## config.mk

```make
export PLATFORM = sky130hd
export DESIGN_NAME = micro_language_lexer_unit_flat
export DESIGN_NICKNAME = d
export VERILOG_FILES = /design/src/sv/mll_pkg.sv /design/src/sv/mll_char_if.sv /design/src/sv/mll_tok_if.sv /design/src/sv/mll_ram.sv /design/src/sv/mll_ctrl.sv /design/src/sv/mll_dp.sv /design/src/sv/micro_language_lexer_unit.sv /design/src/flat_wrapper.sv
export SDC_FILE = /design/constraint.sdc
export NUM_CORES = 1
export LEC_CHECK = 0
export BUFFER_PORTS_ARGS = -buffer_cell sky130_fd_sc_hd__buf_4
export CORE_AREA = 2 2 217 219
export CTS_CLUSTER_DIAMETER = 30
export DETAILED_ROUTE_END_ITERATION = 8
export DIE_AREA = 0 0 219 221
export PLACE_DENSITY = 0.67
export SLEW_MARGIN = 20
export SYNTH_ARGS = -nofsm -noshare
export SYNTH_HDL_FRONTEND = slang
export SYNTH_SLANG_ARGS = --single-unit
```

## constraint.sdc

```tcl
create_clock -name clk -period 3.71 [get_ports clk]
set_clock_uncertainty 0.1 [all_clocks]
set_input_delay 0.742 -clock clk [delete_from_list [all_inputs] [get_ports clk]]
set_output_delay 0.742 -clock clk [all_outputs]
set_load 0.02 [all_outputs]
```

## src/sv/mll_pkg.sv

```systemverilog
// Shared constants, types and control structs of the micro language lexer.
package mll_pkg;

    localparam int MAX_WORD_LEN   = 16;
    localparam int MAX_STRING_LEN = 32;

    localparam int TLW = $clog2(MAX_WORD_LEN + 1);
    localparam int SLW = $clog2(MAX_STRING_LEN + 1);
    localparam int RLW = (TLW > SLW) ? TLW : SLW;
    localparam int WAW = (MAX_WORD_LEN > 1) ? $clog2(MAX_WORD_LEN) : 1;
    localparam int SAW = (MAX_STRING_LEN > 1) ? $clog2(MAX_STRING_LEN) : 1;

    localparam int NSLOT = 4;

    typedef enum logic [3:0] {
        TOK_EOF    = 4'd0,
        TOK_ID     = 4'd1,
        TOK_INT    = 4'd2,
        TOK_LPAREN = 4'd3,
        TOK_RPAREN = 4'd4,
        TOK_SEMI   = 4'd5,
        TOK_COMMA  = 4'd6,
        TOK_PLUS   = 4'd7,
        TOK_MINUS  = 4'd8,
        TOK_ASSIGN = 4'd9,
        TOK_LISTEN = 4'd10,
        TOK_SHOUT  = 4'd11,
        TOK_STRING = 4'd12
    } token_code_t;

    typedef enum logic [3:0] {
        M_IDLE    = 4'd0,
        M_IDENT   = 4'd1,
        M_INT     = 4'd2,
        M_COLON   = 4'd3,
        M_DASH    = 4'd4,
        M_COMMENT = 4'd5,
        M_STR     = 4'd6,
        M_STRQ    = 4'd7
    } scan_mode_t;

    typedef enum logic [1:0] {
        S_IDLE,
        S_RUN,
        S_FIX
    } ctrl_state_t;

    typedef struct packed {
        logic accept;
        logic emit_run;
        logic emit_fix;
        logic commit;
    } dp_cmd_t;

    typedef struct packed {
        logic has_out;
        logic run_en;
        logic slot_free;
        logic run_last;
        logic fix_last;
    } dp_status_t;

    typedef struct packed {
        logic        is_code;
        token_code_t code;
        logic [7:0]  ch;
    } result_t;

endpackage

```

## src/sv/mll_char_if.sv

```systemverilog
// Source byte channel: valid/ready transfer of one byte or end-of-input mark.
interface mll_char_if;
    logic       valid;
    logic       ready;
    logic       kind;
    logic [7:0] char_code;

    modport source (output valid, output kind, output char_code, input ready);
    modport sink (input valid, input kind, input char_code, output ready);
endinterface

```

## src/sv/mll_tok_if.sv

```systemverilog
// Token result channel: valid/ready transfer of one text character or token code.
interface mll_tok_if
    import mll_pkg::*;
();
    logic        valid;
    logic        ready;
    logic        result_type;
    token_code_t token_code;
    logic [7:0]  text_char;
    logic        last_of_run;

    modport source (output valid, output result_type, output token_code,
                    output text_char, output last_of_run, input ready);
    modport sink (input valid, input result_type, input token_code,
                  input text_char, input last_of_run, output ready);
endinterface

```

## src/sv/mll_ram.sv

```systemverilog
// Generic simple dual-port RAM with registered read.
module mll_ram #(
    parameter int WIDTH = 8,
    parameter int DEPTH = 16
) (
    input  logic                                      clk,
    input  logic                                      we,
    input  logic [((DEPTH > 1) ? $clog2(DEPTH) : 1)-1:0] waddr,
    input  logic [WIDTH-1:0]                          wdata,
    input  logic [((DEPTH > 1) ? $clog2(DEPTH) : 1)-1:0] raddr,
    output logic [WIDTH-1:0]                          rdata
);

    logic [WIDTH-1:0] mem_reg [DEPTH];
    logic [WIDTH-1:0] rdata_reg;

    always_ff @(posedge clk)
    begin
        if (we)
        begin
            mem_reg[waddr] <= wdata;
        end
        rdata_reg <= mem_reg[raddr];
    end

    assign rdata = rdata_reg;

endmodule

```

## src/sv/mll_ctrl.sv

```systemverilog
// Lexer sequencer: accepts bytes and steps the datapath through result emission.
module mll_ctrl
    import mll_pkg::*;
(
    input  logic       clk,
    input  logic       rst_n,
    input  logic       in_valid,
    output logic       in_ready,
    input  dp_status_t status,
    output dp_cmd_t    cmd
);

    ctrl_state_t state_reg;
    ctrl_state_t state_next;

    always_ff @(posedge clk or negedge rst_n)
    begin
        if (!rst_n)
        begin
            state_reg <= S_IDLE;
        end
        else
        begin
            state_reg <= state_next;
        end
    end

    always_comb
    begin
        state_next = state_reg;
        case (state_reg)
            S_IDLE:
            begin
                if (in_valid && status.has_out)
                begin
                    state_next = status.run_en ? S_RUN : S_FIX;
                end
            end
            S_RUN:
            begin
                if (status.slot_free && status.run_last)
                begin
                    state_next = S_FIX;
                end
            end
            S_FIX:
            begin
                if (status.slot_free && status.fix_last)
                begin
                    state_next = S_IDLE;
                end
            end
            default:
            begin
                state_next = S_IDLE;
            end
        endcase
    end

    always_comb
    begin
        in_ready     = 1'b0;
        cmd.accept   = 1'b0;
        cmd.emit_run = 1'b0;
        cmd.emit_fix = 1'b0;
        cmd.commit   = 1'b0;
        case (state_reg)
            S_IDLE:
            begin
                in_ready   = 1'b1;
                cmd.accept = in_valid;
            end
            S_RUN:
            begin
                cmd.emit_run = 1'b1;
            end
            S_FIX:
            begin
                cmd.emit_fix = 1'b1;
                cmd.commit   = status.slot_free && status.fix_last;
            end
            default:
            begin
                in_ready = 1'b0;
            end
        endcase
    end

endmodule

```

## src/sv/mll_dp.sv

```systemverilog
// Lexer datapath: scan state, text buffers, result plan and output register.
module mll_dp
    import mll_pkg::*;
(
    input  logic        clk,
    input  logic        rst_n,
    input  dp_cmd_t     cmd,
    output dp_status_t  status,
    input  logic        kind,
    input  logic [7:0]  char_code,
    input  logic        out_ready,
    output logic        out_valid,
    output logic        result_type,
    output token_code_t token_code,
    output logic [7:0]  text_char,
    output logic        last_of_run
);

    localparam logic [7:0] CH_LF     = 8'h0A;
    localparam logic [7:0] CH_QUOTE  = 8'h22;
    localparam logic [7:0] CH_LPAREN = 8'h28;
    localparam logic [7:0] CH_RPAREN = 8'h29;
    localparam logic [7:0] CH_PLUS   = 8'h2B;
    localparam logic [7:0] CH_COMMA  = 8'h2C;
    localparam logic [7:0] CH_MINUS  = 8'h2D;
    localparam logic [7:0] CH_COLON  = 8'h3A;
    localparam logic [7:0] CH_SEMI   = 8'h3B;
    localparam logic [7:0] CH_EQ     = 8'h3D;
    localparam logic [7:0] CH_UNDER  = 8'h5F;
    localparam logic [7:0] CASE_GAP  = 8'h20;

    function automatic logic is_lower(input logic [7:0] c);
        return (c >= "a") && (c <= "z");
    endfunction

    function automatic logic is_alpha(input logic [7:0] c);
        return ((c >= "A") && (c <= "Z")) || is_lower(c);
    endfunction

    function automatic logic is_digit(input logic [7:0] c);
        return (c >= "0") && (c <= "9");
    endfunction

    function automatic logic [7:0] listen_char(input int i);
        logic [7:0] r;
        case (i)
            0:       r = "L";
            1:       r = "I";
            2:       r = "S";
            3:       r = "T";
            4:       r = "E";
            5:       r = "N";
            default: r = 8'h00;
        endcase
        return r;
    endfunction

    function automatic logic [7:0] shout_char(input int i);
        logic [7:0] r;
        case (i)
            0:       r = "S";
            1:       r = "H";
            2:       r = "O";
            3:       r = "U";
            4:       r = "T";
            default: r = 8'h00;
        endcase
        return r;
    endfunction

    // scan state
    scan_mode_t     mode_reg, mode_next;
    logic [TLW-1:0] tl_reg, tl_next;
    logic [SLW-1:0] sl_reg, sl_next;
    logic           lis_reg, lis_next;
    logic           sho_reg, sho_next;

    // deferred word write
    logic           pend_reg, pend_next;
    logic [WAW-1:0] pend_addr_reg;
    logic [7:0]     pend_data_reg;

    // result plan
    logic             run_src_reg;
    logic [RLW-1:0]   run_len_reg;
    logic [RLW-1:0]   idx_reg, idx_next;
    result_t          slot_reg [NSLOT];
    result_t          slot_next [NSLOT];
    logic [NSLOT-1:0] vld_reg, vld_next, vld_new, vld_rest;

    // output register
    logic    out_valid_reg, out_valid_next;
    result_t out_res_reg;
    logic    out_last_reg;

    // scan decode
    logic [7:0]     cu;
    logic           do_start, new_word, wadd, sadd;
    logic           flush_w, flush_s, dash, fw_int;
    logic           tail_code_en, tail_plus;
    token_code_t    tail_code, word_code;
    logic [TLW-1:0] word_base;
    logic           word_wr, str_wr, run_en;
    logic [RLW-1:0] run_len_new;

    logic       slot_free, load, fix_last;
    result_t    fix_sel;
    logic [7:0] w_rdata, s_rdata;
    logic       w_we;
    logic [WAW-1:0] w_waddr;
    logic [7:0] w_wdata;

    assign cu = is_lower(char_code) ? (char_code - CASE_GAP) : char_code;

    always_comb
    begin
        mode_next    = mode_reg;
        sl_next      = sl_reg;
        do_start     = 1'b0;
        new_word     = 1'b0;
        wadd         = 1'b0;
        sadd         = 1'b0;
        flush_w      = 1'b0;
        flush_s      = 1'b0;
        dash         = 1'b0;
        fw_int       = 1'b0;
        tail_code_en = 1'b0;
        tail_plus    = 1'b0;
        tail_code    = TOK_EOF;
        if (kind)
        begin
            case (mode_reg)
                M_IDENT: flush_w = 1'b1;
                M_INT:
                begin
                    flush_w = 1'b1;
                    fw_int  = 1'b1;
                end
                M_DASH:  dash = 1'b1;
                M_STRQ:  flush_s = 1'b1;
                default: dash = 1'b0;
            endcase
            sl_next      = '0;
            mode_next    = M_IDLE;
            tail_code_en = 1'b1;
        end
        else
        begin
            case (mode_reg)
                M_IDENT:
                begin
                    if (is_alpha(char_code) || is_digit(char_code) || char_code == CH_UNDER)
                    begin
                        wadd = 1'b1;
                    end
                    else
                    begin
                        flush_w  = 1'b1;
                        do_start = 1'b1;
                    end
                end
                M_INT:
                begin
                    if (is_digit(char_code))
                    begin
                        wadd = 1'b1;
                    end
                    else
                    begin
                        flush_w  = 1'b1;
                        fw_int   = 1'b1;
                        do_start = 1'b1;
                    end
                end
                M_COLON:
                begin
                    if (char_code == CH_EQ)
                    begin
                        tail_code_en = 1'b1;
                        tail_code    = TOK_ASSIGN;
                        mode_next    = M_IDLE;
                    end
                    else
                    begin
                        do_start = 1'b1;
                    end
                end
                M_DASH:
                begin
                    if (char_code == CH_MINUS)
                    begin
                        mode_next = M_COMMENT;
                    end
                    else
                    begin
                        dash     = 1'b1;
                        do_start = 1'b1;
                    end
                end
                M_COMMENT:
                begin
                    if (char_code == CH_LF)
                    begin
                        mode_next = M_IDLE;
                    end
                end
                M_STR:
                begin
                    if (char_code == CH_QUOTE)
                    begin
                        mode_next = M_STRQ;
                    end
                    else if (char_code == CH_LF)
                    begin
                        sl_next   = '0;
                        mode_next = M_IDLE;
                    end
                    else
                    begin
                        sadd = 1'b1;
                    end
                end
                M_STRQ:
                begin
                    if (char_code == CH_QUOTE)
                    begin
                        sadd      = 1'b1;
                        mode_next = M_STR;
                    end
                    else
                    begin
                        flush_s  = 1'b1;
                        do_start = 1'b1;
                    end
                end
                default:
                begin
                    do_start = 1'b1;
                end
            endcase
            if (flush_s)
            begin
                sl_next = '0;
            end
            if (do_start)
            begin
                mode_next = M_IDLE;
                if (is_alpha(char_code))
                begin
                    new_word  = 1'b1;
                    wadd      = 1'b1;
                    mode_next = M_IDENT;
                end
                else if (is_digit(char_code))
                begin
                    new_word  = 1'b1;
                    wadd      = 1'b1;
                    mode_next = M_INT;
                end
                else
                begin
                    case (char_code)
                        CH_LPAREN:
                        begin
                            tail_code_en = 1'b1;
                            tail_code    = TOK_LPAREN;
                        end
                        CH_RPAREN:
                        begin
                            tail_code_en = 1'b1;
                            tail_code    = TOK_RPAREN;
                        end
                        CH_SEMI:
                        begin
                            tail_code_en = 1'b1;
                            tail_code    = TOK_SEMI;
                        end
                        CH_COMMA:
                        begin
                            tail_code_en = 1'b1;
                            tail_code    = TOK_COMMA;
                        end
                        CH_PLUS:
                        begin
                            tail_plus    = 1'b1;
                            tail_code_en = 1'b1;
                            tail_code    = TOK_PLUS;
                        end
                        CH_COLON: mode_next = M_COLON;
                        CH_MINUS: mode_next = M_DASH;
                        CH_QUOTE:
                        begin
                            sl_next   = '0;
                            mode_next = M_STR;
                        end
                        default: mode_next = M_IDLE;
                    endcase
                end
            end
        end
        // string append saturates at the buffer length
        str_wr = sadd && (sl_reg < SLW'(MAX_STRING_LEN));
        if (str_wr)
        begin
            sl_next = sl_reg + SLW'(1);
        end
    end

    // word append, reserved-word prefix tracking
    always_comb
    begin
        word_base = new_word ? '0 : tl_reg;
        word_wr   = wadd && (word_base < TLW'(MAX_WORD_LEN));
        tl_next   = (flush_w || kind) ? '0 : tl_reg;
        lis_next  = lis_reg;
        sho_next  = sho_reg;
        if (word_wr)
        begin
            tl_next  = word_base + TLW'(1);
            lis_next = (new_word || lis_reg) && (int'(word_base) < 6)
                       && (cu == listen_char(int'(word_base)));
            sho_next = (new_word || sho_reg) && (int'(word_base) < 5)
                       && (cu == shout_char(int'(word_base)));
        end
    end

    always_comb
    begin
        if (fw_int)
        begin
            word_code = TOK_INT;
        end
        else if (lis_reg && int'(tl_reg) == 6)
        begin
            word_code = TOK_LISTEN;
        end
        else if (sho_reg && int'(tl_reg) == 5)
        begin
            word_code = TOK_SHOUT;
        end
        else
        begin
            word_code = TOK_ID;
        end
    end

    // result plan: buffered run, then up to four fixed results
    always_comb
    begin
        run_en      = (flush_w && tl_reg != '0) || (flush_s && sl_reg != '0);
        run_len_new = flush_s ? RLW'(sl_reg) : RLW'(tl_reg);
        slot_next[0] = '{is_code: 1'b0, code: TOK_EOF, ch: CH_MINUS};
        slot_next[1] = '{is_code: 1'b1,
                         code: dash ? TOK_MINUS : (flush_s ? TOK_STRING : word_code),
                         ch: 8'h00};
        slot_next[2] = '{is_code: 1'b0, code: TOK_EOF, ch: CH_PLUS};
        slot_next[3] = '{is_code: 1'b1, code: tail_code, ch: 8'h00};
        vld_new = {tail_code_en, tail_plus, dash || flush_w || flush_s, dash};
    end

    // fixed-result selection
    always_comb
    begin
        fix_sel = slot_reg[0];
        for (int i = NSLOT - 1; i >= 0; i--)
        begin
            if (vld_reg[i])
            begin
                fix_sel = slot_reg[i];
            end
        end
        vld_rest = vld_reg & (vld_reg - NSLOT'(1));
        fix_last = (vld_rest == '0);
    end

    assign slot_free = !out_valid_reg || out_ready;
    assign load      = (cmd.emit_run || cmd.emit_fix) && slot_free;

    always_comb
    begin
        if (cmd.accept)
        begin
            idx_next = '0;
        end
        else if (cmd.emit_run && slot_free)
        begin
            idx_next = idx_reg + RLW'(1);
        end
        else
        begin
            idx_next = idx_reg;
        end

        if (cmd.accept)
        begin
            vld_next = vld_new;
        end
        else if (cmd.emit_fix && slot_free)
        begin
            vld_next = vld_rest;
        end
        else
        begin
            vld_next = vld_reg;
        end

        if (cmd.accept)
        begin
            pend_next = word_wr && run_en;
        end
        else if (cmd.commit)
        begin
            pend_next = 1'b0;
        end
        else
        begin
            pend_next = pend_reg;
        end

        out_valid_next = load || (out_valid_reg && !out_ready);
    end

    always_ff @(posedge clk or negedge rst_n)
    begin
        if (!rst_n)
        begin
            mode_reg      <= M_IDLE;
            tl_reg        <= '0;
            sl_reg        <= '0;
            lis_reg       <= 1'b0;
            sho_reg       <= 1'b0;
            pend_reg      <= 1'b0;
            vld_reg       <= '0;
            out_valid_reg <= 1'b0;
        end
        else
        begin
            if (cmd.accept)
            begin
                mode_reg <= mode_next;
                tl_reg   <= tl_next;
                sl_reg   <= sl_next;
                lis_reg  <= lis_next;
                sho_reg  <= sho_next;
            end
            pend_reg      <= pend_next;
            vld_reg       <= vld_next;
            out_valid_reg <= out_valid_next;
        end
    end

    always_ff @(posedge clk)
    begin
        idx_reg <= idx_next;
        if (cmd.accept)
        begin
            run_src_reg   <= flush_s;
            run_len_reg   <= run_len_new;
            pend_addr_reg <= word_base[WAW-1:0];
            pend_data_reg <= cu;
            for (int i = 0; i < NSLOT; i++)
            begin
                slot_reg[i] <= slot_next[i];
            end
        end
        if (load)
        begin
            if (cmd.emit_run)
            begin
                out_res_reg  <= '{is_code: 1'b0, code: TOK_EOF,
                                  ch: run_src_reg ? s_rdata : w_rdata};
                out_last_reg <= 1'b0;
            end
            else
            begin
                out_res_reg  <= fix_sel;
                out_last_reg <= fix_last;
            end
        end
    end

    // word writes that collide with a pending flush wait until the run is out
    assign w_we    = (cmd.accept && word_wr && !run_en) || (cmd.commit && pend_reg);
    assign w_waddr = cmd.commit ? pend_addr_reg : word_base[WAW-1:0];
    assign w_wdata = cmd.commit ? pend_data_reg : cu;

    mll_ram #(
        .WIDTH (8),
        .DEPTH (MAX_WORD_LEN)
    ) u_word_ram (
        .clk   (clk),
        .we    (w_we),
        .waddr (w_waddr),
        .wdata (w_wdata),
        .raddr (idx_next[WAW-1:0]),
        .rdata (w_rdata)
    );

    mll_ram #(
        .WIDTH (8),
        .DEPTH (MAX_STRING_LEN)
    ) u_str_ram (
        .clk   (clk),
        .we    (cmd.accept && str_wr),
        .waddr (sl_reg[SAW-1:0]),
        .wdata (char_code),
        .raddr (idx_next[SAW-1:0]),
        .rdata (s_rdata)
    );

    assign status.has_out   = (vld_new != '0);
    assign status.run_en    = run_en;
    assign status.slot_free = slot_free;
    assign status.run_last  = ((idx_reg + RLW'(1)) == run_len_reg);
    assign status.fix_last  = fix_last;

    assign out_valid   = out_valid_reg;
    assign result_type = out_res_reg.is_code;
    assign token_code  = out_res_reg.code;
    assign text_char   = out_res_reg.ch;
    assign last_of_run = out_last_reg;

endmodule

```

## src/sv/micro_language_lexer_unit.sv

```systemverilog
// Micro language lexer top level: byte stream in, token results out.
// One source byte (or end-of-input mark) is taken per transfer on chars; each
// byte that completes a token produces a run of results on tokens: the buffered
// token text one character per transfer, then the token code, the final result
// of the byte marked last_of_run. A byte that produces no result leaves the
// lexer ready for the next byte. A byte that produces results is accepted and
// planned, then its results go out one at a time, each paced by the single
// output register and the sequencer that loads it; the next byte is accepted in
// the cycle after the last result is loaded. Identifier text is kept up to 16
// characters and string text up to 32, in two small RAMs with registered read.
module micro_language_lexer_unit
    import mll_pkg::*;
(
    input logic         clk,
    input logic         rst_n,
    mll_char_if.sink    chars,
    mll_tok_if.source   tokens
);

    dp_cmd_t    cmd;
    dp_status_t status;

    mll_ctrl u_ctrl (
        .clk      (clk),
        .rst_n    (rst_n),
        .in_valid (chars.valid),
        .in_ready (chars.ready),
        .status   (status),
        .cmd      (cmd)
    );

    mll_dp u_dp (
        .clk         (clk),
        .rst_n       (rst_n),
        .cmd         (cmd),
        .status      (status),
        .kind        (chars.kind),
        .char_code   (chars.char_code),
        .out_ready   (tokens.ready),
        .out_valid   (tokens.valid),
        .result_type (tokens.result_type),
        .token_code  (tokens.token_code),
        .text_char   (tokens.text_char),
        .last_of_run (tokens.last_of_run)
    );

    // end of input always yields at least an eof result
    a_eof_busy: assert property (@(posedge clk) disable iff (!rst_n)
        chars.valid && chars.ready && chars.kind |=> !chars.ready)
        else $error("end-of-input transfer left the lexer idle");

    a_char_code: assert property (@(posedge clk) disable iff (!rst_n)
        tokens.valid && !tokens.result_type |-> tokens.token_code == TOK_EOF)
        else $error("text character carries a token code");

    a_code_text: assert property (@(posedge clk) disable iff (!rst_n)
        tokens.valid && tokens.result_type |-> tokens.text_char == 8'h00)
        else $error("token code carries text");

    a_last_code: assert property (@(posedge clk) disable iff (!rst_n)
        tokens.valid && tokens.last_of_run |-> tokens.result_type)
        else $error("run ended on a text character");

endmodule

```

## src/flat_wrapper.sv

```systemverilog
// flat-port wrapper written by rule: the top's interface ports become plain ports
module micro_language_lexer_unit_flat import mll_pkg::*;
  (clk, rst_n, chars_valid, chars_kind, chars_char_code, chars_ready, tokens_valid, tokens_result_type, tokens_token_code, tokens_text_char, tokens_last_of_run, tokens_ready);
  mll_char_if chars_i ();
  mll_tok_if tokens_i ();
  input logic clk;
  input logic rst_n;
  input wire logic [$bits(chars_i.valid)-1:0] chars_valid;
  input wire logic [$bits(chars_i.kind)-1:0] chars_kind;
  input wire logic [$bits(chars_i.char_code)-1:0] chars_char_code;
  output wire logic [$bits(chars_i.ready)-1:0] chars_ready;
  output wire logic [$bits(tokens_i.valid)-1:0] tokens_valid;
  output wire logic [$bits(tokens_i.result_type)-1:0] tokens_result_type;
  output wire logic [$bits(tokens_i.token_code)-1:0] tokens_token_code;
  output wire logic [$bits(tokens_i.text_char)-1:0] tokens_text_char;
  output wire logic [$bits(tokens_i.last_of_run)-1:0] tokens_last_of_run;
  input wire logic [$bits(tokens_i.ready)-1:0] tokens_ready;
  assign chars_i.valid = chars_valid;
  assign chars_i.kind = chars_kind;
  assign chars_i.char_code = chars_char_code;
  assign chars_ready = chars_i.ready;
  assign tokens_valid = tokens_i.valid;
  assign tokens_result_type = tokens_i.result_type;
  assign tokens_token_code = tokens_i.token_code;
  assign tokens_text_char = tokens_i.text_char;
  assign tokens_last_of_run = tokens_i.last_of_run;
  assign tokens_i.ready = tokens_ready;
  micro_language_lexer_unit u_core (.clk(clk), .rst_n(rst_n), .chars(chars_i), .tokens(tokens_i));
endmodule
```

After elaboration in Yosys (flattened, before gate mapping)
Memories as Yosys holds them, arrays and structs flattened. A register that Yosys moved wholly into a read port is not among the register bits. Index checks and enable logic that the tools add are counted.

Register bits after elaboration: 64. Latch bits: 0. Memory bits (writable): 424. Memory bits (read-only): 0. Input port bits: 13. Output and inout bits: 16. Logic and storage cells: 251. Memories kept: 3.

$add $sub $neg: 5. Multiply operators: 0. Div/mod/pow operators: 0. Order comparisons: 10. Equal/unequal tests: 36. Shifts and indexed selects: 0. Multiplexer cells: 118. Bitwise operators: 1. Reductions and logical operators: 58.

Memory list: u_core.u_dp.u_str_ram.mem_reg (words 32, bits a word 8, read ports 1, clocked after Yosys merged registers in 1, wr ports 1, line mll_ram.sv:14) `logic [WIDTH-1:0] mem_reg [DEPTH];`; u_core.u_dp.u_word_ram.mem_reg (words 16, bits a word 8, read ports 1, clocked after Yosys merged registers in 1, wr ports 1, line mll_ram.sv:14); u_core.u_dp.slot_reg (words 4, bits a word 10, read ports 4, clocked after Yosys merged registers in 0, wr ports 4, line mll_dp.sv:87) `result_t slot_reg [NSLOT];`.

Operators with widths (count): $mux W4 (21); $eq A8 B6 Y1 const B (9); $mux W6 (10); $mux W1 (54); $mux W13 (4); $mux W8 (6); $pmux W7 S6 (1); $pmux W4 S5 (2); $pmux W7 S5 (1); $mux W5 (6); $logic_and A1 B1 Y1 (25); $eq A4 B3 Y1 const B (4); $eq A8 B8 Y1 (2); $ge A8 B7 Y1 const B (2); $le A8 B7 Y1 const B (2); $logic_or A1 B1 Y1 (13); $add A6 B1 Y6 const B (2); $ne A4 B4 Y1 const B (3); $eq A5 B2 Y1 const B (2); $eq A5 B3 Y1 const B (2); $eq A5 B4 Y1 const B (2); $lt A5 B3 Y1 const B (2); $mux W2 (5); $pmux W3 S3 (1); other kinds (35) (47).

Longest topological paths before layout
Gate-level depths: netlist (run 1).

Depth after elaboration: 18. Gate-level depth with buffers: 17. Depth with buffers taken out: 16.

Hierarchy
A second synthesis (run 1) with hierarchy kept.

Cell total of the unflattened synthesis: 1168. Area total of the unflattened synthesis: 19984.2 um2.

Modules (own cells, without submodules): mll_ram at u_core.u_dp.u_str_ram (times used 1, cells each 417, area each 10053.4 um2, sequential area each 7847.5 um2); mll_ram at u_core.u_dp.u_word_ram (times used 1, cells each 229, area each 5147.4 um2, sequential area each 4003.8 um2); mll_dp (times used 1, cells each 507, area each 4657.0 um2, sequential area each 1926.8 um2); mll_ctrl (times used 1, cells each 15, area each 126.4 um2, sequential area each 50.0 um2).

Least setup slack after synthesis (run 1)
Ideal clock, no wire load.

Path type: input to register. Start: input chars_char_code[2]. End: register u_core.u_dp.sho_reg. Library setup time: 0.092 ns. Arrival: 3.567 ns. Required time: 3.518 ns. Setup slack: -0.049 ns. Cell stages on the path: 16. Buffers on the path: 2. Cell sequence: buf_2 or4b_4 nor3_1 o31ai_2 o21ai_1 and2_1 clkbuf_1 inv_1 ha_1 nor2_1 nor2_1 o21ai_0 o211ai_1 o22ai_1 nand2b_1 o31ai_2.

Cells in the longest elaborated chain, start to end: 16. Elaborated cells between the ends (all ways): 51. Those cells by class: add/sub: 1; order compare: 8; eq/ne: 9; mux: 21; reduce/logical: 12.

Ends and longest elaborated chain: start: declaration (line flat_wrapper.sv:10) `input wire logic [$bits(chars_i.char_code)-1:0] chars_char_code;`; $ge A8 B7 Y1, or another cell as far along (line mll_dp.sv:37) `return ((c >= "A") && (c <= "Z")) || is_lower(c);`; $logic_and A1 B1 Y1 (on tied branches) (line mll_dp.sv:37, mll_dp.sv:33); $logic_or A1 B1 Y1 (line mll_dp.sv:37); $logic_or A1 B1 Y1 (2 in series) (line mll_dp.sv:152) `if (is_alpha(char_code) || is_digit(char_code) || char_code == CH_UNDER)`; $mux W1 (line mll_dp.sv:152); $pmux W1 S6 (line mll_dp.sv:149) `case (mode_reg)`; $mux W1 (line mll_dp.sv:130) `if (kind)`; $mux W1 (line mll_dp.sv:245) `if (do_start)`; $mux W1 (line mll_dp.sv:130); $mux W5 (line mll_dp.sv:312) `word_base = new_word ? '0 : tl_reg;`; $eq A5 B3 Y1, or another cell as far along (line mll_dp.sv:60) `case (i)`; $pmux W7 S5 (line mll_dp.sv:60); $mux W8 (line mll_dp.sv:317) `if (word_wr)`; $eq A8 B8 Y1 (line mll_dp.sv:323) `&& (cu == shout_char(int'(word_base)));`; $logic_and A1 B1 Y1 (line mll_dp.sv:323); end signal: assignment (line mll_dp.sv:444) `sho_reg <= sho_next;`; end: declaration (line mll_dp.sv:76) `logic sho_reg, sho_next;`.

Parallel ways exist; a longest one is shown, timed or not. The select of a mux whose other input is x is not followed. A chain may end at the register's enable or synchronous reset.

Worst setup path after layout (run 1)
Start: register u_core.u_ctrl.state_reg[1]. End: register u_core.u_dp.u_str_ram.rdata_reg[6] (netlist: u_core.u_dp.u_str_ram.rdata[6]) (read register of u_core.u_dp.u_str_ram.mem_reg).

Cells in the longest elaborated chain, start to end: 5. Elaborated cells between the ends (all ways): 7. Those cells by class: eq/ne: 1; mux: 4; reduce/logical: 2.

Ends and longest elaborated chain: start: declaration (line mll_ctrl.sv:13) `ctrl_state_t state_reg;`; start signal: assignment (line mll_ctrl.sv:24) `state_reg <= state_next;`; $eq A2 B1 Y1 (line mll_ctrl.sv:67) `case (state_reg)`; $mux W1 (line mll_ctrl.sv:67); $logic_and A1 B1 Y1 (line mll_dp.sv:385) `else if (cmd.emit_run && slot_free)`; $mux W5 (line mll_dp.sv:385); $mux W5 (*) (line mll_dp.sv:381) `if (cmd.accept)`; end: declaration (line mll_ram.sv:15) `logic [WIDTH-1:0] rdata_reg;`.

Mark *: on every way between the ends. The rest lies on a longest branch, timed or not.

==> flow_summary_export.csv, run 1 <==
group,metric,value,unit
clock_network,cts-root-buf,"clkbuf_16",
yosys,avgSynthCellArea,13.3,sq um
global_routing,grt_pass1_wl,76.7,mm
cells_and_area,syn_to_final_growth,21.5,%
sta,slew_violations,0,
cells_and_area,n_fill_cell,3812,
sta,fin_setup_tns,0,ns
clock_network,cts.sinks,472,
sta,post-route-period-util,0.948,
global_routing,grt_pass1_vias,13013,
yosys,synthDistinctLibCells,75,
min_path,min_from,"chars_char_code[2]",
min_path,worstHoldPathType,"in2reg",
worst_setup_path,reg2reg_slack,0.19,ns
yosys,synthFlopType,"edfxtp_1",
power,ir_drop,389,uV
power,power,16900,uW
clock_network,clk_path_buf_depth,3,
cells_and_area,largest_reg_flops,256,
worst_setup_path,r2r_cells,12,
cells_and_area,drive_gt1_frac,0.213,
detailed_routing,vias_per_cell,5.62,
worst_setup_path,crit_type,"reg2reg",
yosys,synth_seq_cells,472,
clock_network,cts_buffers,82,
global_routing,antenna_found_initial,0,
run_status,status,"finished clean",
detailed_routing,drtIter0Drc,1304,
worst_setup_path,crit_start,"u_core.u_ctrl.state_reg[1]",
detailed_routing,drt_pass1_iterations,5,
yosys,synth_edf_count,425,
sta,max_slew.worst_pin.slew,1.03,ns
clock_network,post_cts_buffers,0,
worst_setup_path,worst-path-max-fanout,96,
min_path,min_to,"u_core.u_dp.u_str_ram.mem_reg[28][2]",
clock_network,cts_resized,0,
global_routing,grt_max_degree,97,
detailed_routing,drc,0,
detailed_routing,routed_wl,50.3,mm
power,pwr_density_cell,683,nW/um^2
die,core_area,46100,sq um
sta,setup_viol,0,
yosys,ys_async_sr_fraction,0.0530,
run,cap_violations,0,
worst_setup_path,timing.rr.end,"u_core.u_dp.u_str_ram.rdata[6]",
cells_and_area,final_util,0.539,
yosys,ys_seq_area_frac,0.677,
yosys,synth_fp_nets,1556,
worst_setup_path,cp.required,4.10,ns
worst_setup_path,endpoint_kind,"flip-flop",
detailed_routing,ant_nets,0,
die,die-area,48400,sq um
cells_and_area,fin_nets,1704,
global_routing,grt.total_usage,0.210,
placement,port_buffers,28,
yosys,postSynthCellCount,1530,
sta,rsz0062_at_grt,"false",
detailed_routing,vias,13191,
cells_and_area,multi_input_area,6150,sq um
worst_setup_path,start_kind,"flip-flop",
cells_and_area,seqCellArea,13800,sq um
detailed_routing,wire_per_inst,21.4,um
power,leakagePower,0.00874,uW
yosys,syn-cell-area,20400,sq um
die,die_y,221,um
clock_network,hold_buffers,1,
global_routing,overflow,0,
die,start_util,0.443,
sta,maxSlewHeadroom,0.314,
yosys,ys.warnings.count,0,
cells_and_area,diodes,0,
sta,finalCriticalPeriod,3.52,ns
sta,clock.fmax,284,MHz
clock_network,clk_pin_slew,0.05,ns
sta,finalHoldViolCount,0,
die,die_x,219,um
clock_network,htree_num_levels,3,
worst_setup_path,r2r_start,"u_core.u_ctrl.state_reg[1]",
die,std_cell_rows,79,
placement,dp_hpwl,32.3,mm
clock_network,clkLatencyLatePin,0.60,ns
min_path,hold_path_depth,1,
die,io_pins,29,
placement,gp_congestion,0.930,
worst_setup_path,arrival,3.90,ns
clock_network,cts_tree,"done",
stage by stage:
step	instances	instance area (sq um)	hold WS, ns	setup slack [ns]
after global routing	2348	24800	0.308	0.0758
after CTS	2348	24800	0.312	0.263
after detailed placement	2200	22100	0.409	-0.221
after global placement	2200	22100	0.381	-0.158
final	2348	24800	0.331	0.194
after floorplan	1530	20400	0.346	0.0453
logic make-up after synthesis:
kind of cell / count (synthesis) / synth area share
buffers and inverters: 116 / 0.0229
XOR/XNOR: 19 / 0.00815
multiplexers: 122 / 0.0804
AO/OA/AOI/OAI: 224 / 0.0793
flip-flops: 472 / 0.677
adder cells (fa/ha/maj): 14 / 0.00846
AND/OR/NAND/NOR: 563 / 0.124
worst max path at each step:
stage / end / slack, ns / depth (start not counted)
4_1_cts: u_core.u_dp.u_str_ram.rdata[6] / 0.26 / 12
3_5_place_dp: u_core.u_dp.u_str_ram.mem_reg[10][3] / -0.22 / 10
2_1_floorplan: u_core.u_dp.sho_reg / 0.05 / 16
5_1_grt: u_core.u_dp.u_str_ram.rdata[6] / 0.08 / 12
6_report: u_core.u_dp.u_str_ram.rdata[6] / 0.19 / 12
3_3_place_gp: u_core.u_dp.sho_reg / -0.16 / 17
critical path: stages (launching register included):
cell and delay (ns):
dfrtp_1 0.39, inv_1 0.08, ha_1 0.17, inv_1 0.06, buf_4 0.17, o21ai_0 0.22, a21o_4 0.18, buf_4 0.73
nand2_1 0.11, and3_1 0.21, a311oi_1 0.38, o31ai_1 0.21, o21ai_1 0.29
cells in the final DEF (no fill, tap or decap), types with 14 or more instances in the layout:
cell,instances
buf_4,146
edfxtp_1,425
dfrtp_1,25
and3_1,33
mux2i_1,76
a21oi_1,43
nand2_1,281
o21ai_0,34
nor3_1,23
o31ai_1,14
nor2_1,102
dfxtp_1,22
mux4_2,32
o211ai_1,14
clkbuf_16,84
nand3_1,49
inv_1,21
a311oi_1,41
synth_stat cells (22+ instances only):
| cell type | count | area (sq um) |
|---|---|---|
| a21oi_1 | 43 | 215 |
| edfxtp_1 | 425 | 12800 |
| clkbuf_1 | 63 | 236 |
| and3_1 | 33 | 206 |
| mux4_2 | 32 | 721 |
| a311oi_1 | 41 | 359 |
| mux2i_1 | 76 | 761 |
| nand3_1 | 49 | 245 |
| nor3_1 | 23 | 115 |
| buf_2 | 22 | 110 |
| dfrtp_1 | 25 | 626 |
| o21ai_0 | 35 | 175 |
| nor2_1 | 103 | 387 |
| nand2_1 | 281 | 1050 |
| dfxtp_1 | 22 | 440 |
report_power, final:
group | switching (uW) | internal, uW | leakage [uW]
clock network | 2580 | 4650 | 0.00129
logic | 2050 | 1150 | 0.00308
registers | 182 | 6340 | 0.00437
routing by layer:
layer | vias to the layer above | global-route usage | wire [um]
met2 | 488 | 0.328 | 23800
li1 | 6082 | - | -
met4 | 0 | 0.0861 | 1540
met1 | 6530 | 0.293 | 21700
met3 | 91 | 0.0351 | 3210
met5 | - | 0 | 0
cell type report:
type | count | area share
clock buffers | 90 | 0.0856
clock inverters | 57 | 0.0229
inverters | 24 | 0.00383
multi-input cells | 942 | 0.248
flip-flops and latches | 472 | 0.557
well taps | 607 | 0.0306
repair buffers | 156 | 0.0518
No activity file was read; power rests on OpenSTA's default activity.
==> run 2: changes to the inputs <==
--- a/config.mk
+++ b/config.mk
@@ -6,12 +6,13 @@
 export NUM_CORES = 1
 export LEC_CHECK = 0
 export BUFFER_PORTS_ARGS = -buffer_cell sky130_fd_sc_hd__buf_4
-export CORE_AREA = 2 2 217 219
+export CORE_AREA = 2 2 214 216
 export CTS_CLUSTER_DIAMETER = 30
 export DETAILED_ROUTE_END_ITERATION = 8
-export DIE_AREA = 0 0 219 221
+export DIE_AREA = 0 0 216 218
 export PLACE_DENSITY = 0.67
 export SLEW_MARGIN = 20
 export SYNTH_ARGS = -nofsm -noshare
 export SYNTH_HDL_FRONTEND = slang
+export SYNTH_HIERARCHICAL = 1
 export SYNTH_SLANG_ARGS = --single-unit
==> run 2 against run 1 <==
  * Maximum frequency shrank 1.3%
  * Die area shrank 2.7%
  * Final cell count shrank 12%
  * Synthesized cell count shrank 24%
  * Core utilization grew 2.5 points
  * Combinational power shrank 60%
  * Sequential share of layout area shrank 1.1 points
  * Synthesized area shrank 2.1%
  * Total power shrank 7.5%
  * Clock power grew 14%
  * Routed wire length shrank 3.1%
  * Critical endpoint is now u_core/u_dp/u_word_ram/mem_reg[0][4]
==> flow_summary_export.csv, run 2 <==
group,metric,value,unit
detailed_routing,drtIter0Drc,1042,
yosys,synth_edf_count,425,
die,start_util,0.445,
global_routing,top_usage_layer,"met2",
die,std_cell_rows,78,
clock_network,clk_path_buf_depth,3,
clock_network,htree_num_levels,3,
cells_and_area,multi_input_area,5900,sq um
sta,hold-worst-slack,0.396,ns
die,core_area,44900,sq um
cells_and_area,fin_cells,2066,
sta,max_slew.worst_pin.slew,0.954,ns
worst_setup_path,endpoint_kind,"flip-flop",
clock_network,cts_buffers,95,
yosys,synth_top_area_share,0.639,
worst_setup_path,crit_type,"in2reg",
clock_network,cts_tree,"done",
die,die_y,218,um
worst_setup_path,arrival,3.77,ns
yosys,synth_seq_cells,472,
worst_setup_path,cp.required,3.92,ns
power,p_int,12100,uW
placement,dp_hpwl,31.2,mm
cells_and_area,fin_nets,1406,
yosys,synth_top_cell_by_area,"edfxtp_1",
sta,setup_viol,0,
clock_network,clk_pin_slew,0.05,ns
yosys,ys_seq_area_frac,0.692,
sta,clock.fmax,281,MHz
global_routing,grt.total_usage,0.212,
cells_and_area,mostFrequentLayoutCells,"425 x edfxtp_1, 166 x buf_4, 98 x mux4_2",
placement,gp_congestion,0.895,
power,ir_drop,408,uV
global_routing,grt_pass1_vias,12046,
yosys,syn-cell-area,20000,sq um
cells_and_area,n_fill_cell,3415,
yosys,ys_async_sr_fraction,0.0530,
global_routing,use_met2,0.358,
detailed_routing,wire_per_inst,23.6,um
global_routing,met1_usage,0.281,
worst_setup_path,worst-path-max-fanout,40,
sta,finalHoldViolCount,0,
power,pwr_density_cell,620,nW/um^2
detailed_routing,drc,0,
detailed_routing,routed_wl,48.7,mm
yosys,avgSynthCellArea,17.1,sq um
yosys,postSynthCellCount,1168,
global_routing,overflow,0,
sta,slew_violations,0,
die,die-area,47100,sq um
power,p_clk_frac,0.527,
run_status,status,"finished clean",
cells_and_area,drive_gt1_frac,0.350,
yosys,synth_fp_nets,1187,
worst_setup_path,start_kind,"input port",
run,cap_violations,0,
placement,port_buffers,28,
clock_network,cts.sinks,472,
detailed_routing,vias,11664,
global_routing,grt_pass1_wl,74.1,mm
sta,maxSlewHeadroom,0.359,
detailed_routing,drt_pass1_iterations,5,
power,p_sw,3580,uW
yosys,netlist_top_cells_count,"425 x edfxtp_1, 98 x mux4_2, 87 x nor2_1",
power,combPwrFrac,0.082,
yosys,ys_top_cells_by_area,"edfxtp_1 64%, mux4_2 11%, dfrtp_1 3.1%, dfxtp_1 2.2%, mux4_1 1.8%",
cells_and_area,seqCellArea,13800,sq um
placement,placed_cells,1889,
global_routing,grt_max_degree,55,
sta,rsz0062_at_grt,"false",
min_path,worstHoldPathType,"reg2reg",
die,die_x,216,um
yosys,ys.warnings.count,6,
sta,finalCriticalPeriod,3.56,ns
clock_network,clkLatencyLatePin,0.61,ns
worst_setup_path,reg2reg_slack,0.19,ns
clock_network,cts-root-buf,"clkbuf_16",
cells_and_area,layout_commonest_cell,"edfxtp_1",
global_routing,gr-usage-met3,0.0388,
cells_and_area,largest_reg_flops,256,
yosys,synthFlopType,"edfxtp_1",
yosys,synthDistinctLibCells,86,
global_routing,antenna_found_initial,0,
power,swShare,0.228,
yosys,synth.most_common_cell,"edfxtp_1",
power,seqPwrFrac,0.390,
detailed_routing,vias_per_cell,5.65,
cells_and_area,syn_to_final_growth,26.6,%
sta,post-route-period-util,0.960,
die,io_pins,29,
detailed_routing,ant_nets,0,
power,leakagePower,0.00866,uW
## run 2: changes by cell type in the layout (fill, tap and decap cells not counted), moves of 15 or more
cell	delta
a21oi_1	-17
nor2_4	+15
and3_1	-30
a22oi_1	+16
a311oi_1	-40
mux4_2	+66
mux2i_1	-63
buf_4	+20
nor2_1	-34
nand2_1	-207
nand3_1	-31
## run 2: final timing paths
| check | cells after the start | to | startpoint |
|---|---|---|---|
| setup / recovery | 12 | u_core/u_dp/u_word_ram/mem_reg[0][4] | chars_char_code[7] |
| hold / removal | 2 | u_core/u_dp/pend_reg | u_core/u_dp/pend_reg |
| setup reg to reg | 10 | u_core/u_dp/u_word_ram/mem_reg[0][4] | u_core/u_dp/mode_reg[1] |
| hold reg to reg | 2 | u_core/u_dp/pend_reg | u_core/u_dp/pend_reg |
| max in group asynchronous | 2 | u_core/u_ctrl/state_reg[0] | rst_n |
| min in group asynchronous | 2 | u_core/u_dp/sho_reg | rst_n |
## run 2: power groups by stage
stage,combinational [uW],sequential [uW],clock [uW]
after global routing,1380,6130,8630
final,1290,6120,8270
after CTS,1290,6120,8380
after detailed placement,1280,6210,0
after floorplan,693,6240,0
after global placement,1260,6210,0
## run 2: kinds of logic after synthesis
logic type	after synthesis	synth area share
compound gates	148	0.0507
xor+xnor	16	0.00701
fa+ha+maj	7	0.00426
buf+inv	79	0.0224
flops	472	0.692
mux	145	0.147
simple gates	301	0.0771
## run 2: per-layer routing
layer | share of wire | up-vias | wire length (um)
li1 | - | 5160 | -
met1 | 0.42 | 6070 | 20600
met2 | 0.50 | 364 | 24500
met3 | 0.052 | 70 | 2520
met4 | 0.022 | 0 | 1050
met5 | 0 | - | 0
## run 2: stage by stage
step           instance area, sq um  TNS [ns]  utilization  setup slack, ns  power (uW)
2_1_floorplan                 20200    -30.27            -           -0.362        6930
3_3_place_gp                  22100    -70.33        0.493           -0.515        7470
3_5_place_dp                  22100    -88.95        0.493           -0.594        7500
4_1_cts                       25300         0        0.563           0.0252       15800
5_1_grt                       25300         0        0.563           0.0379       16100
6_report                      25300         0        0.563            0.149       15700
## run 2: final cells by class
cell class	count	share of cell area
clock buffer	109	0.0961
sequential	472	0.547
inverter	17	0.00257
antenna	1	0.0000989
timing repair buffer	184	0.0631
tap	600	0.0297
clock inverter	66	0.0284
multi-input combinational	617	0.233
## run 2: repair_timing
| action | CTS | global route |
|---|---|---|
| endpoints found under the setup margin | 0 | 56 |
| hold buffers | 1 | 0 |
| gates resized for setup | 0 | 3 |
| hold endpoints to repair | 25 | 0 |
| setup buffers | 0 | 0 |
## run 2: critical path: stages
cell	delay, ns
buf_4	0.12
buf_4	0.26
and2b_2	0.27
a41oi_1	0.15
o21bai_1	0.18
or3b_4	0.39
a2111o_1	0.42
nor2_2	0.18
a22o_2	0.23
or3b_4	0.44
nor3_4	0.23
buf_12	0.15
